--- src/sv/ecpr_pkg.sv ---
// Shared types and constants for the enhanced clock page replacement unit.
// Depends on nothing; the top level imports it.
`default_nettype none

package ecpr_pkg;

	localparam int FRAMES_DEF    = 16;
	localparam int PAGE_BITS_DEF = 20;
	localparam int KIND_W        = 2;
	localparam int CODE_W        = 3;
	localparam int SLOT_W        = 4;

	// Input kinds.
	localparam logic [KIND_W-1:0] K_INSERT    = 2'd0;
	localparam logic [KIND_W-1:0] K_REFERENCE = 2'd1;
	localparam logic [KIND_W-1:0] K_VICTIM    = 2'd2;

	// Result codes.
	localparam logic [CODE_W-1:0] RC_INSERTED   = 3'd0;
	localparam logic [CODE_W-1:0] RC_REFERENCED = 3'd1;
	localparam logic [CODE_W-1:0] RC_WRITEBACK  = 3'd2;
	localparam logic [CODE_W-1:0] RC_VICTIM     = 3'd3;
	localparam logic [CODE_W-1:0] RC_FULL       = 3'd4;
	localparam logic [CODE_W-1:0] RC_EMPTY      = 3'd5;
	localparam logic [CODE_W-1:0] RC_NOT_FOUND  = 3'd6;

	typedef enum logic [6:0] {
		S_IDLE     = 7'b0000001,
		S_INS_SCAN = 7'b0000010,
		S_REF_SCAN = 7'b0000100,
		S_REF_CMP  = 7'b0001000,
		S_VIC_SCAN = 7'b0010000,
		S_VIC_EMIT = 7'b0100000,
		S_RESP     = 7'b1000000
	} state_t;

endpackage

`default_nettype wire

--- src/sv/enhanced_clock_page_replacement_unit.sv ---
// Enhanced second-chance clock page replacement over a ring of page frames.
// Depends on ecpr_pkg for kinds, result codes and the sequencer state type.
//
// Usage: the input channel (in_valid/in_stall) carries one request beat of
// kind, page_number and is_write; the output channel (out_valid/out_stall)
// carries result beats of result_code, page_number_res, slot and last.
// One request is worked at a time; in_stall is high until its final result
// beat has been loaded into the output register. A sequencer walks the ring
// slot by slot through a single page memory port and one comparator.
// Work per request kind:
//   insert:    scan for an empty slot from the free pointer,
//   reference: a memory read and compare per valid slot, starting at slot 0,
//   victim:    a sweep from the hand up to the final beat.
// Full and empty requests give one result beat; unknown kinds give none.
// Reset clears all marks, the hand, the free pointer and the count at once;
// page memory contents are left as they are and are only read once written.
// A stalled output beat holds; the sequencer waits for the output register
// to free before loading the next beat, and no result is lost.
`default_nettype none

module enhanced_clock_page_replacement_unit #(
	parameter int FRAMES    = ecpr_pkg::FRAMES_DEF,
	parameter int PAGE_BITS = ecpr_pkg::PAGE_BITS_DEF
) (
	input  wire logic                        clk,
	input  wire logic                        arst_n,
	input  wire logic                        in_valid,
	output logic                             in_stall,
	input  wire logic [ecpr_pkg::KIND_W-1:0] kind,
	input  wire logic [PAGE_BITS-1:0]        page_number,
	input  wire logic                        is_write,
	output logic                             out_valid,
	input  wire logic                        out_stall,
	output logic [ecpr_pkg::CODE_W-1:0]      result_code,
	output logic [PAGE_BITS-1:0]             page_number_res,
	output logic [ecpr_pkg::SLOT_W-1:0]      slot,
	output logic                             last
);
	import ecpr_pkg::*;

	localparam int SW    = $clog2(FRAMES);
	localparam int CW    = $clog2(FRAMES + 1);
	localparam int EXT_W = SW + SLOT_W;
	localparam logic [SW-1:0] LAST_IDX = SW'(FRAMES - 1);
	localparam logic [CW-1:0] FULL_CNT = CW'(FRAMES);

	state_t                state_q;
	logic [SW-1:0]         idx_q;
	logic [SW-1:0]         idx_nxt;
	logic [SW-1:0]         hand_q;
	logic [SW-1:0]         free_q;
	logic [CW-1:0]         count_q;
	logic [FRAMES-1:0]     valid_q;
	logic [FRAMES-1:0]     acc_q;
	logic [FRAMES-1:0]     dirty_q;
	logic [PAGE_BITS-1:0]  req_page_q;
	logic                  req_wr_q;
	logic [CODE_W-1:0]     res_code_q;
	logic [PAGE_BITS-1:0]  res_page_q;
	logic [SLOT_W-1:0]     res_slot_q;
	logic                  out_valid_q;
	logic [CODE_W-1:0]     out_code_q;
	logic [PAGE_BITS-1:0]  out_page_q;
	logic [SLOT_W-1:0]     out_slot_q;
	logic                  out_last_q;
	logic [PAGE_BITS-1:0]  page_mem [FRAMES];
	logic [PAGE_BITS-1:0]  rd_data_q;
	logic                  mem_we;
	logic                  mem_re;
	logic                  out_free;
	logic                  out_load;
	logic                  in_accept;
	logic [EXT_W-1:0]      idx_ext;
	logic [EXT_W-1:0]      hand_ext;

	assign idx_nxt   = (idx_q == LAST_IDX) ? '0 : idx_q + 1'b1;
	assign idx_ext   = EXT_W'(idx_q);
	assign hand_ext  = EXT_W'(hand_q);
	assign out_free  = !out_valid_q || !out_stall;
	assign out_load  = out_free && ((state_q == S_VIC_EMIT) || (state_q == S_RESP));
	assign in_stall  = (state_q != S_IDLE);
	assign in_accept = in_valid && (state_q == S_IDLE);

	assign mem_we = (state_q == S_INS_SCAN) && !valid_q[idx_q];
	assign mem_re = ((state_q == S_REF_SCAN) && valid_q[idx_q]) ||
		((state_q == S_VIC_SCAN) && valid_q[idx_q] && !acc_q[idx_q]);

	// Page memory: one port, shared by insert writes and scan reads.
	always_ff @(posedge clk) begin
		if (mem_we) begin
			page_mem[idx_q] <= req_page_q;
		end
		if (mem_re) begin
			rd_data_q <= page_mem[idx_q];
		end
	end

	always_ff @(posedge clk or negedge arst_n) begin
		if (!arst_n) begin
			state_q     <= S_IDLE;
			idx_q       <= '0;
			hand_q      <= '0;
			free_q      <= '0;
			count_q     <= '0;
			valid_q     <= '0;
			acc_q       <= '0;
			dirty_q     <= '0;
			req_page_q  <= '0;
			req_wr_q    <= 1'b0;
			res_code_q  <= RC_INSERTED;
			res_page_q  <= '0;
			res_slot_q  <= '0;
			out_valid_q <= 1'b0;
			out_code_q  <= RC_INSERTED;
			out_page_q  <= '0;
			out_slot_q  <= '0;
			out_last_q  <= 1'b0;
		end else begin
			if (out_load) begin
				out_valid_q <= 1'b1;
			end else if (!out_stall) begin
				out_valid_q <= 1'b0;
			end
			unique case (state_q)
				S_IDLE: begin
					if (in_valid) begin
						req_page_q <= page_number;
						req_wr_q   <= is_write;
						unique case (kind)
							K_INSERT: begin
								if (count_q == FULL_CNT) begin
									res_code_q <= RC_FULL;
									res_page_q <= page_number;
									res_slot_q <= hand_ext[SLOT_W-1:0];
									state_q    <= S_RESP;
								end else begin
									idx_q   <= free_q;
									state_q <= S_INS_SCAN;
								end
							end
							K_REFERENCE: begin
								idx_q   <= '0;
								state_q <= S_REF_SCAN;
							end
							K_VICTIM: begin
								if (count_q == '0) begin
									res_code_q <= RC_EMPTY;
									res_page_q <= '0;
									res_slot_q <= '0;
									state_q    <= S_RESP;
								end else begin
									idx_q   <= hand_q;
									state_q <= S_VIC_SCAN;
								end
							end
							default: begin
								state_q <= S_IDLE;
							end
						endcase
					end
				end
				S_INS_SCAN: begin
					// A free slot exists because the ring is not full.
					if (!valid_q[idx_q]) begin
						valid_q[idx_q] <= 1'b1;
						acc_q[idx_q]   <= 1'b1;
						dirty_q[idx_q] <= req_wr_q;
						count_q        <= count_q + 1'b1;
						free_q         <= idx_nxt;
						res_code_q     <= RC_INSERTED;
						res_page_q     <= req_page_q;
						res_slot_q     <= idx_ext[SLOT_W-1:0];
						state_q        <= S_RESP;
					end else begin
						idx_q <= idx_nxt;
					end
				end
				S_REF_SCAN: begin
					if (valid_q[idx_q]) begin
						state_q <= S_REF_CMP;
					end else if (idx_q == LAST_IDX) begin
						res_code_q <= RC_NOT_FOUND;
						res_page_q <= req_page_q;
						res_slot_q <= '0;
						state_q    <= S_RESP;
					end else begin
						idx_q <= idx_nxt;
					end
				end
				S_REF_CMP: begin
					if (rd_data_q == req_page_q) begin
						acc_q[idx_q] <= 1'b1;
						if (req_wr_q) begin
							dirty_q[idx_q] <= 1'b1;
						end
						res_code_q <= RC_REFERENCED;
						res_page_q <= req_page_q;
						res_slot_q <= idx_ext[SLOT_W-1:0];
						state_q    <= S_RESP;
					end else if (idx_q == LAST_IDX) begin
						res_code_q <= RC_NOT_FOUND;
						res_page_q <= req_page_q;
						res_slot_q <= '0;
						state_q    <= S_RESP;
					end else begin
						idx_q   <= idx_nxt;
						state_q <= S_REF_SCAN;
					end
				end
				S_VIC_SCAN: begin
					if (valid_q[idx_q] && !acc_q[idx_q]) begin
						state_q <= S_VIC_EMIT;
					end else begin
						if (valid_q[idx_q]) begin
							acc_q[idx_q] <= 1'b0;
						end
						idx_q <= idx_nxt;
					end
				end
				S_VIC_EMIT: begin
					if (out_free) begin
						out_page_q  <= rd_data_q;
						out_slot_q  <= idx_ext[SLOT_W-1:0];
						if (dirty_q[idx_q]) begin
							// Write back and give the page one more pass.
							out_code_q     <= RC_WRITEBACK;
							out_last_q     <= 1'b0;
							dirty_q[idx_q] <= 1'b0;
							idx_q          <= idx_nxt;
							state_q        <= S_VIC_SCAN;
						end else begin
							out_code_q     <= RC_VICTIM;
							out_last_q     <= 1'b1;
							valid_q[idx_q] <= 1'b0;
							count_q        <= count_q - 1'b1;
							free_q         <= idx_q;
							hand_q         <= idx_nxt;
							state_q        <= S_IDLE;
						end
					end
				end
				S_RESP: begin
					if (out_free) begin
						out_code_q  <= res_code_q;
						out_page_q  <= res_page_q;
						out_slot_q  <= res_slot_q;
						out_last_q  <= 1'b1;
						state_q     <= S_IDLE;
					end
				end
				default: begin
					state_q <= S_IDLE;
				end
			endcase
		end
	end

	assign out_valid       = out_valid_q;
	assign result_code     = out_code_q;
	assign page_number_res = out_page_q;
	assign slot            = out_slot_q;
	assign last            = out_last_q;

	a_count_matches_valid: assert property (@(posedge clk) disable iff (!arst_n)
		$countones(valid_q) == int'(count_q))
		else $error("resident count disagrees with valid marks");

	a_count_bound: assert property (@(posedge clk) disable iff (!arst_n)
		count_q <= FULL_CNT)
		else $error("resident count exceeds ring size");

	a_only_writeback_not_last: assert property (@(posedge clk) disable iff (!arst_n)
		out_valid && !last |-> result_code == RC_WRITEBACK)
		else $error("non-final result beat is not a writeback");

	a_victim_starts_sweep: assert property (@(posedge clk) disable iff (!arst_n)
		in_accept && kind == K_VICTIM && count_q != '0 |=> state_q == S_VIC_SCAN)
		else $error("victim request on a non-empty ring did not start a sweep");

endmodule

`default_nettype wire
--- config.mk ---
export PLATFORM = sky130hd
export DESIGN_NAME = enhanced_clock_page_replacement_unit
export DESIGN_NICKNAME = d
export VERILOG_FILES = /design/src/sv/ecpr_pkg.sv /design/src/sv/enhanced_clock_page_replacement_unit.sv
export SDC_FILE = /design/constraint.sdc
export NUM_CORES = 1
export LEC_CHECK = 0
export ABC_CLOCK_PERIOD_IN_PS = 4100
export BUFFER_PORTS_ARGS = -buffer_cell sky130_fd_sc_hd__buf_2
export CORE_MARGIN = 3
export CORE_UTILIZATION = 40
export DETAILED_ROUTE_END_ITERATION = 6
export MAX_ROUTING_LAYER = met4
export RECOVER_POWER = 25
export SLEW_MARGIN = 20
export SYNTH_ARGS = -nofsm -noshare
export SYNTH_HDL_FRONTEND = slang
export SYNTH_SLANG_ARGS = --single-unit
--- constraint.sdc ---
create_clock -name clk -period 4.1 [get_ports clk]
set_clock_uncertainty 0.05 [all_clocks]
set_input_delay 0.82 -clock clk [delete_from_list [all_inputs] [get_ports clk]]
set_output_delay 0.82 -clock clk [all_outputs]
set_load 0.02 [all_outputs]
## After elaboration in Yosys (flattened, before gate mapping)

Memories as Yosys holds them, arrays and structs flattened. A register that Yosys moved wholly into a read port is not among the register bits.
Cells that the tools add are included.

| word-level totals | value |
|---|---|
| flip-flop bits (word level) | 149 |
| RAM bits | 320 |
| word-level logic and storage cells | 202 |
| memories kept | 1 |

Memory list:

| name | words | bits a word | rd ports | clocked after memory_dff | write ports | RTL line | source |
|---|---|---|---|---|---|---|---|
| page_mem | 16 | 20 | 1 | 1 | 1 | enhanced_clock_page_replacement_unit.sv:66 | `logic [PAGE_BITS-1:0] page_mem [FRAMES];` |

| cells by class | value |
|---|---|
| add/subtract/negate cells | 3 |
| magnitude comparators | 2 |
| equality and inequality tests | 35 |
| multiplexer cells | 104 |
| bitwise gates (word level) | 8 |
| reduce and logical (&&, ||, !) cells | 31 |

Operators by type and width:

| operator | count |
|---|---|
| 16-bit two-way mux | 12 |
| 20-bit two-way mux | 9 |
| 16-bit case mux with 3 select lines | 2 |
| 4-bit two-way mux | 23 |
| 20-bit case mux with 2 select lines | 2 |
| 20-bit case mux with 4 select lines | 1 |
| 7-bit two-way mux | 11 |
| 7-bit case mux with 7 select lines | 1 |
| 16-bit bitwise AND | 3 |
| 16-bit bitwise OR | 3 |
| 16-bit case mux with 2 select lines | 1 |
| 3-bit two-way mux | 9 |
| 4-bit case mux with 2 select lines | 3 |
| 4-bit case mux with 6 select lines | 1 |
| 7-bit case mux with 3 select lines | 1 |
| 20-bit equality test | 1 |
| 5-bit two-way mux | 4 |
| 2-bit != test, second input constant | 10 |
| 16-bit bitwise mux | 1 |
| 16-bit inverter | 1 |
| 4-bit case mux with 4 select lines | 1 |
| 1-bit binary-select mux with 4-bit select | 3 |
| 1-bit two-way mux | 12 |
| 3-bit != test, second input constant | 4 |
| other kinds (44) | 64 |

## Logic depth before layout (Yosys ltp)

Gate-level depths: netlist (run 1).

| depth | value |
|---|---|
| depth after elaboration | 9 |
| gate-level depth with buffers | 11 |

## Worst setup path after synthesis (run 1)

Ideal clock, no wire load.

| timing path | value |
|---|---|
| path kind | register to register |
| start point | reg idx_q[0] |
| end point | mem page_mem[8][0] in the netlist's numbering (enable) |
| library setup time | 0.397 ns |
| data arrival time | 2.738 ns |
| path slack | 0.916 ns |
| cell stages (with the launch flop) | 10 |
| buffers on the path | 5 |
| cell sequence | dfrtp_1 buf_6 buf_4 buf_2 buf_2 inv_1 ha_1 clkbuf_1 nand2_1 nor2_1 |

| on the way | value |
|---|---|
| word-level cells in the longest chain between the ends | 6 |

Ends and longest elaborated chain:

| element | RTL line | source |
|---|---|---|
| start: declaration | enhanced_clock_page_replacement_unit.sv:48 | `logic [SW-1:0] idx_q;` |
| start signal: assignment | enhanced_clock_page_replacement_unit.sv:137 | `idx_q <= free_q;` |
| start signal: assignment | enhanced_clock_page_replacement_unit.sv:152 | `idx_q <= hand_q;` |
| start signal: assignment | enhanced_clock_page_replacement_unit.sv:175 | `idx_q <= idx_nxt;` |
| 1-bit binary-select mux with 4-bit select | enhanced_clock_page_replacement_unit.sv:84 | `assign mem_we = (state_q == S_INS_SCAN) && !valid_q[idx_q];` |
| 1-bit two-way mux (not written as such) | enhanced_clock_page_replacement_unit.sv:84 |  |
| 1-bit zero test | n/a |  |
| 1-bit logical AND | enhanced_clock_page_replacement_unit.sv:84 |  |
| 1-bit two-way mux | enhanced_clock_page_replacement_unit.sv:90 | `if (mem_we) begin` |
| 1-bit two-way mux (not written as such) | enhanced_clock_page_replacement_unit.sv:91 | `page_mem[idx_q] <= req_page_q;` |
| end: declaration | enhanced_clock_page_replacement_unit.sv:66 |  |

Several ways; a longest one is shown, not always the timed one. The select of a mux whose other input is x is not followed.

## Worst setup path after layout (run 1)

| timing path | value |
|---|---|
| start point | reg idx_q[3] |
| end point | reg idx_q[2] |

| on the way | value |
|---|---|
| word-level cells in the longest chain between the ends | 6 |
| elaborated cells on any way between the ends | 23 |
| classes of those cells | eq/ne (5); mux (15); reduce/logical (3) |

Ends and longest elaborated chain:

| element | RTL line | source |
|---|---|---|
| 1-bit binary-select mux with 4-bit select | enhanced_clock_page_replacement_unit.sv:211 | `if (valid_q[idx_q] && !acc_q[idx_q]) begin` |
| 1-bit two-way mux (not written as such) | enhanced_clock_page_replacement_unit.sv:211 |  |
| 1-bit zero test | enhanced_clock_page_replacement_unit.sv:211 |  |
| 1-bit logical AND | enhanced_clock_page_replacement_unit.sv:211 |  |
| 2-bit != test (no line) | n/a |  |
| 11-bit AND reduction (no line) | n/a |  |

Several ways; a longest one is shown, not always the timed one. The select of a mux whose other input is x is not followed.
A chain may end at the register's enable or synchronous reset.

==> results.toml, run 1 <==
[status]
status = "complete, but fails checks"
violations = "capacitance limit, slew limit"

[power_and_ir_drop]
ir_drop_mv = 0.324
p_leak_nw = 8.22
p_per_area_nw_per_um2 = 728

[grt]
grt_first_pass_wirelength_um = 72000
grt_max_degree = 104
grt_usage = 0.182
gr-total-overflow = 0
antenna_found_initial = 4
grt_pass1_vias = 11500

[timing]
fin_crit_ns = 3.30
hold_ws_ns = 0.410
max_slew_margin = -0.778
setup_tns_ns = 0
drv_slew = 104
period_share = 0.805
fmax_mhz = 303
worst_slew_pin_slew_ns = 2.67
rsz0062_at_grt = "false"
setup_viol = 0
hold_viol = 0

[floorplanning]
rows = 82
design.core.area_sq_um = 50300
chipWidth_um = 232
die_area_sq_um = 53800
start_util = 0.406
fp.dieH_um = 232
ios = 57

[cts]
htreeDepth = 2
cts_setup_buffers = 0
insertion_delay_ns = 0.60
clkTransAtPathRegs_ns = 0.07
cts_resized = 0
cts_sinks = 489
hold_buffers = 0
cts_buffers = 49
cts_tree = "done"
clockBufferDepth = 3
cts-root-buf = "clkbuf_16"

[synthesis]
avgSynthCellArea_sq_um = 16.8
netlist_area_sq_um = 20400
yosysMostFrequentCell = "edfxtp_1"
ys_ff_latch = 489
synthArstFlopShare = 0.305
yosysWarnings = 0
synthFlopType = "edfxtp_1"
yosys.area.top_type = "edfxtp_1"
syn_nets = 1258
ys_types = 68
synth_top_area_share = 0.500
yosysSeqAreaShare = 0.682
synth_common_cells = "340 x edfxtp_1, 148 x dfrtp_1, 109 x mux4_2"
synth_area_leaders = "edfxtp_1 50%, dfrtp_1 18%, mux4_2 12%, mux2_2 2.3%, mux2i_1 2.1%"
synthCells = 1218
synth_edf_count = 340

[layout]
antenna_cells = 0
fin_nets = 1339
fillCellCount = 4334
drive_gt1_frac = 0.274
syn_to_final_growth_pct = 14.3

[run]
maxCapViolations = 1

[setup_path]
rr_endpoint = "idx_q[2]"
crit_fanout = 20
endpoint_kind = "flop"
start_kind = "flop"
path_class = "flop to flop"
reg2reg_from = "idx_q[3]"
cp.required_ns = 4.51
crit_arrival_ns = 3.71
rrSetupSlack_ns = 0.80
rr_worst_depth = 9

[route]
wirelength_um = 47100
post-route-drc-count = 0
viasPerCell = 5.61
first_iter_violations = 1096
postRouteAntennaNets = 0
vias = 11300
dr_wl_met2_um = 22600
drt_pass1_iterations = 5
wl_met1_um = 21200
route.met3.wl_um = 2430
drt-wirelength-per-cell_um = 23.4
dr.max_layer_used = "met4"

[min_path]
hold_class = "primary input to flop"
holdPathEnd = "req_wr_q"
min_from = "is_write"
hold_depth = 2

[place]
hpwl_um = 29000
place.gp.congestion = 0.843
io_buffers = 56
==> logic make-up after synthesis <==
| kind of cell | synth area share |
|---|---|
| XOR/XNOR | 0.0129 |
| AND/OR/NAND/NOR | 0.0445 |
| multiplexers | 0.164 |
| flip-flops | 0.682 |
| buffers and inverters | 0.0197 |
| adder cells (fa/ha/maj) | 0.00833 |
| AO/OA/AOI/OAI | 0.0683 |
==> flip-flops by register name, summed over array words and instances (netlist names), 5 cells and up, named ones only <==
name / flops
rd_data_q: 20
page_mem: 320
state_q: 7
count_q: 5
req_page_q: 20
res_page_q: 20
page_number_res: 20
==> per-layer routing <==
layer | global-route usage | up-vias
met5 | - | -
met4 | 0.0422 | 0
met3 | 0.0325 | 72
met2 | 0.287 | 310
met1 | 0.250 | 5915
li1 | - | 4973
==> worst max-delay path, stage by stage, from the launching register on <==
cell      delay (ns)
dfrtp_2         0.57
nor2b_1         0.21
buf_4           0.20
a22oi_1         0.22
a21oi_2         0.14
o21bai_2        0.64
nand2_1         0.16
buf_4           0.26
or4_1           0.52
o211a_1         0.18
==> power by group <==
| group | leakage [nW] | internal, mW | switching (mW) |
|---|---|---|---|
| Clock | 0.794 | 2.71 | 1.90 |
| Combinational | 2.59 | 2.18 | 2.60 |
| Sequential | 4.84 | 6.48 | 1.12 |
==> layout by cell type (no fill, tap or decap), drive strengths merged, types with 13 or more instances in the layout <==
cell type  count
clkbuf        66
mux4         109
o2bb2ai       24
a22oi         27
nand2         41
a21oi         48
buf          109
o21ai         53
a31oi         18
nor3          14
inv           19
mux2          42
clkinv        13
xnor2         26
mux2i         42
dfrtp        148
nand3         26
edfxtp       340
nor2          67
==> how the worst max path moves through the flow <==
stage	startpoint	endpoint	slack, ns	cells past startpoint
after detailed placement	req_page_q[16]	flop	0.83	8
after global placement	idx_q[0]	idx_q[2]	0.86	8
after CTS	req_page_q[16]	flop	0.78	8
after floorplan	idx_q[0]	page_mem[8][0]	0.92	9
after global routing	arst_n	idx_q[0]	0.51	1
final	idx_q[3]	idx_q[2]	0.80	9
==> final cells by class <==
cell class                 count  area [sq um]  area share
clock buffer                  65          1310      0.0560
clock inverter                25           339      0.0145
inverter                      16          60.1     0.00257
multi-input combinational    633          6140       0.263
sequential                   489         13900       0.598
tap                          672           841      0.0360
timing repair buffer         110           711      0.0304
==> stage by stage <==
| step | total power [mW] | setup slack (ns) | cells | utilization | cell area [sq um] |
|---|---|---|---|---|---|
| floorplan | 10.8 | 0.916 | 1218 | - | 20400 |
| detailed placement | 12.5 | 0.828 | 1920 | 0.432 | 21700 |
| global placement | 12.4 | 0.856 | 1920 | 0.432 | 21700 |
| global route | 17.8 | 0.508 | 2010 | 0.464 | 23300 |
| finish | 17.0 | 0.800 | 2010 | 0.464 | 23300 |
| CTS | 17.1 | 0.781 | 2010 | 0.465 | 23400 |
(Power assumes the default switching activity.)
==> run 2: changes to the inputs <==
--- a/config.mk
+++ b/config.mk
@@ -5,7 +5,7 @@
 export SDC_FILE = /design/constraint.sdc
 export NUM_CORES = 1
 export LEC_CHECK = 0
-export ABC_CLOCK_PERIOD_IN_PS = 4100
+export ABC_CLOCK_PERIOD_IN_PS = 3410
 export BUFFER_PORTS_ARGS = -buffer_cell sky130_fd_sc_hd__buf_2
 export CORE_MARGIN = 3
 export CORE_UTILIZATION = 40
==> constraint.sdc (replaced) <==
create_clock -name clk -period 3.41 [get_ports clk]
set_clock_uncertainty 0.05 [all_clocks]
set_input_delay 0.682 -clock clk [delete_from_list [all_inputs] [get_ports clk]]
set_output_delay 0.682 -clock clk [all_outputs]
set_load 0.02 [all_outputs]
==> run 2 against run 1 <==
Against the previous run: the flow still finishes with violations (capacitance limit, slew limit); utilization up 0.54 points; sequential power grew 13%; worst setup slack lost 0.68 ns; flip-flop and latch count unchanged; fmax grew 0.41%; sequential share of layout area shrank 0.68 points; register-to-register slack worse by 0.68 ns; clock power grew 23%; critical path depth fell by 2; first-iteration DRC count decreased by 1.9%; global-route usage grew 0.22 points; routed wire length increased by 0.35%; largest cell class unchanged.
==> results.toml, run 2 (synthesis results as in run 1) <==
[layout]
fillCellCount = 4284
top_register = "page_mem"
final_cell_mix = "340 x edfxtp_1, 144 x dfrtp_1, 109 x mux4_2"
fin_cells = 2029
syn_to_final_growth_pct = 15.6
drive_gt1_frac = 0.282
largest_reg_flops = 320
mostFrequentLayoutCell = "edfxtp_1"
fin_util = 0.470
fin_nets = 1355
antenna_cells = 0

[route]
drt_pass1_iterations = 5
post-route-drc-count = 0
first_iter_violations = 1075
drt-wirelength-per-cell_um = 23.3
postRouteAntennaNets = 0
wirelength_um = 47300
viasPerCell = 5.62
vias = 11400

[power_and_ir_drop]
p_per_area_nw_per_um2 = 876
p_leak_nw = 8.34
ir_drop_mv = 0.460

[timing]
setup_slack_ns = 0.124
setup_viol = 0
period_share = 0.964
drv_slew = 96
fmax_mhz = 304
setup_tns_ns = 0
fin_crit_ns = 3.29
hold_viol = 0
rsz0062_at_grt = "false"
max_slew_margin = -0.661
worst_slew_pin_slew_ns = 2.49

[setup_path]
crit_path_start = "idx_q[0]"
crit_arrival_ns = 3.77
critPathSlowestCell = "a2111oi_0"
cp-endpoint = "state_q[0]"
cpPeakStageDelay_ns = 0.66
path_class = "flop to flop"
endpoint_kind = "flop"
rr_endpoint = "state_q[0]"
path_common_cell = "mux4_2"
reg2reg_from = "idx_q[0]"
worstPathCellList = "buf_4 -> mux4_2 -> mux4_2 -> nor2_2 -> a211oi_1 -> a2111oi_0 -> a311o_1"
rr_worst_depth = 7
start_kind = "flop"
rrSetupSlack_ns = 0.12
crit_fanout = 12
cp.required_ns = 3.89

[grt]
antenna_found_initial = 0
grt_max_degree = 97
gr-total-overflow = 0
grt_usage = 0.185
grt_first_pass_wirelength_um = 73100
grt_pass1_vias = 11600

[cts]
insertion_delay_ns = 0.60
clockBufferDepth = 3
cts_tree = "done"
clkTransAtPathRegs_ns = 0.06
cts_buffers = 50
cts_sinks = 489
htreeDepth = 2
cts-root-buf = "clkbuf_16"
hold_buffers = 0
cts_resized = 0
cts_setup_buffers = 0

[floorplanning]
design.core.area_sq_um = 50300
fp.dieH_um = 232
chipWidth_um = 232
ios = 57
start_util = 0.406
die_area_sq_um = 53800
rows = 82

[place]
dpl_worst_slack_ns = 0.236
place.gp.congestion = 0.817
place_inst = 1935
hpwl_um = 28300
io_buffers = 56

[status]
status = "complete, but fails checks"
violations = "capacitance limit, slew limit"

[run]
maxCapViolations = 1

[min_path]
hold_class = "primary input to flop"
run 2: cell types whose count changed in the layout (fill, tap and decap cells not counted), sizes merged:
| cell | change |
|---|---|
| buf | +3 |
| clkbuf | +2 |
| clkinv | +15 |
| clkinvlp | +1 |
| inv | -2 |
run 2: final cells by class:
cell class / instances / area (sq um) / area share
sequential: 489 / 13900 / 0.591
multi-input combinational: 633 / 6140 / 0.260
clock buffer: 55 / 1280 / 0.0542
timing repair buffer: 125 / 903 / 0.0383
tap: 672 / 841 / 0.0356
clock inverter: 39 / 443 / 0.0188
inverter: 16 / 60.1 / 0.00254
run 2: worst max-delay path, delay by kind of cell (launching register included):
| kind | cells | cell delay, ns |
|---|---|---|
| simple gates | 1 | 0.20 |
| mux | 2 | 1.10 |
| flops | 1 | 0.52 |
| buf+inv | 1 | 0.28 |
| compound gates | 3 | 1.06 |
run 2: where the power goes:
| group | internal, mW | leakage, nW | switching [mW] |
|---|---|---|---|
| Sequential | 7.81 | 4.84 | 0.793 |
| Combinational | 2.70 | 2.65 | 3.73 |
| Clock | 3.28 | 0.845 | 2.38 |
run 2: how the worst min path moves through the flow:
stage                     startpoint    endpoint  cells after the start
after floorplan               arst_n   async pin                      0
after global placement     free_q[3]   free_q[3]                      2
after detailed placement   free_q[3]   free_q[3]                      2
after CTS                     arst_n  state_q[5]                      1
after global routing        is_write    req_wr_q                      2
final                       is_write    req_wr_q                      2
run 2: per-stage QoR:
stage | power (mW) | hold slack (ns) | area (sq um)
final | 20.7 | 0.273 | 23600
after global routing | 21.7 | 0.248 | 23600
after CTS | 20.9 | 0.158 | 23700
after detailed placement | 15.2 | 0.420 | 21900
after global placement | 15.1 | 0.408 | 21900
after floorplan | 12.9 | 0.336 | 20400
run 2: per-layer routing:
layer,global-route usage,vias to the layer above,share of wire
met4,0.0418,0,0.018
met2,0.281,340,0.47
met3,0.0377,67,0.062
met5,-,-,0
met1,0.259,5971,0.45
li1,-,5015,-
==> run 3: changes to the inputs <==
--- a/config.mk
+++ b/config.mk
@@ -7,10 +7,13 @@
 export LEC_CHECK = 0
 export ABC_CLOCK_PERIOD_IN_PS = 3410
 export BUFFER_PORTS_ARGS = -buffer_cell sky130_fd_sc_hd__buf_2
+export CELL_PAD_IN_SITES_DETAIL_PLACEMENT = 1
+export CELL_PAD_IN_SITES_GLOBAL_PLACEMENT = 2
 export CORE_MARGIN = 3
 export CORE_UTILIZATION = 40
 export DETAILED_ROUTE_END_ITERATION = 6
 export MAX_ROUTING_LAYER = met4
+export PLACE_DENSITY_LB_ADDON = 0.1
 export RECOVER_POWER = 25
 export SLEW_MARGIN = 20
 export SYNTH_ARGS = -nofsm -noshare
==> run 3 against run 2 <==
Against the previous run: the flow still finishes with violations (capacitance limit, slew limit); clock power is 6.5% higher; utilization is 0.61 points higher; non-clock buffer count is 15 higher; die area stayed put; combinational power is 7.0% higher; routed wire length is 15% higher.
==> results.toml, run 3 (synthesis results as in run 1) <==
[status]
status = "complete, but fails checks"
violations = "capacitance limit, slew limit"

[cts]
cts_setup_buffers = 0
hold_buffers = 0
htreeDepth = 2
cts_tree = "done"
clkTransAtPathRegs_ns = 0.06
cts_sinks = 489
insertion_delay_ns = 0.62
cts_resized = 0
cts_buffers = 54
cts-root-buf = "clkbuf_16"
clockBufferDepth = 3

[setup_path]
rr_endpoint = "state_q[0]"
crit_arrival_ns = 3.57
cp-endpoint = "state_q[0]"
rr_worst_depth = 7
crit_path_start = "idx_q[0]"
cp.required_ns = 3.89
crit_fanout = 17
start_kind = "flop"
rrSetupSlack_ns = 0.32
endpoint_kind = "flop"
reg2reg_from = "idx_q[0]"
path_class = "flop to flop"

[power_and_ir_drop]
p_leak_nw = 8.46
ir_drop_mv = 0.436
p_per_area_nw_per_um2 = 895

[min_path]
hold_class = "primary input to flop"

[route]
wirelength_um = 54300
vias = 11600
post-route-drc-count = 0
drt-wirelength-per-cell_um = 26.5
viasPerCell = 5.64
first_iter_violations = 864
postRouteAntennaNets = 0
drt_pass1_iterations = 5

[timing]
setup_tns_ns = 0
period_share = 0.907
hold_viol = 0
drv_slew = 75
worst_slew_pin_slew_ns = 2.17
rsz0062_at_grt = "false"
max_slew_margin = -0.446
hold_ws_ns = 0.271
fin_crit_ns = 3.09
setup_viol = 0
fmax_mhz = 323

[layout]
final_cell_mix = "340 x edfxtp_1, 144 x dfrtp_1, 109 x mux4_2"
top_register = "page_mem"
antenna_cells = 0
syn_to_final_growth_pct = 17.1
largest_reg_flops = 320
drive_gt1_frac = 0.287
mostFrequentLayoutCell = "edfxtp_1"
fin_nets = 1374

[grt]
gr-total-overflow = 0
grt_usage = 0.211
grt_pass1_vias = 12100
grt_first_pass_wirelength_um = 81600
antenna_found_initial = 2
grt_max_degree = 83

[place]
place.gp.congestion = 0.754
io_buffers = 56
hpwl_um = 33300

[floorplanning]
rows = 82
chipWidth_um = 232
die_area_sq_um = 53800
start_util = 0.406
design.core.area_sq_um = 50300
fp.dieH_um = 232
ios = 57

[run]
maxCapViolations = 1
-- run 3: cell count changes in the layout (fill, tap and decap cells not counted), moves of 2 or more --
cell | previous run | this run
buf_12 | 12 | 17
buf_4 | 45 | 54
clkbuf_1 | 16 | 23
clkbuf_16 | 50 | 54
clkinv_1 | 7 | 10
clkinv_2 | 15 | 8
clkinv_4 | 3 | 0
clkinvlp_2 | 2 | 0
clkinvlp_4 | 1 | 7
-- run 3: per-stage QoR --
stage                     std cells  worst slack [ns]  power [mW]   util  cell area, sq um
after floorplan                1218             0.226        12.9      -             20400
after global placement         1950             0.398        15.5  0.440             22100
after detailed placement       1950             0.339        15.6  0.440             22100
after CTS                      2052             0.320        21.7  0.477             24000
after global routing           2052             0.170        22.5  0.476             23900
final                          2052             0.318        21.4  0.476             23900
-- run 3: power by group --
group	switching (mW)	total, mW	internal, mW
Clock	2.47	6.03	3.57
Sequential	0.695	8.51	7.81
Combinational	4.09	6.88	2.79
Total	7.25	21.4	14.2
-- run 3: final cells by class --
type	instances	area, sq um
timing repair buffer	140	1070
tap	672	841
multi-input combinational	633	6140
clock buffer	65	1400
clock inverter	37	455
sequential	489	13900
fill	4820	26400
inverter	16	60.1
-- run 3: how the worst min path moves through the flow --
stage	start	end	slack (ns)	cells after the start
global placement	free_q[1]	free_q[1]	0.42	2
finish	page_number[3]	req_page_q[3]	0.27	2
CTS	arst_n	page_number_res[19]	0.1	1
global route	page_number[3]	req_page_q[3]	0.26	2
detailed placement	res_page_q[8]	res_page_q[8]	0.42	1
floorplan	arst_n	async pin	0.34	0
-- run 3: critical path: stages, from the launching register on --
cell and delay, ns:
dfrtp_4 0.63, buf_4 0.26, mux4_2 0.53, mux4_2 0.51
nor2_2 0.21, a211oi_1 0.13, a2111oi_0 0.50, a311o_1 0.19
-- run 3: per-layer routing --
layer	GRT usage	up-vias	part of all wire
met2	0.314	257	0.46
met1	0.313	6177	0.48
met5	-	-	0
li1	-	5056	-
met4	0.0525	0	0.020
met3	0.0264	79	0.046
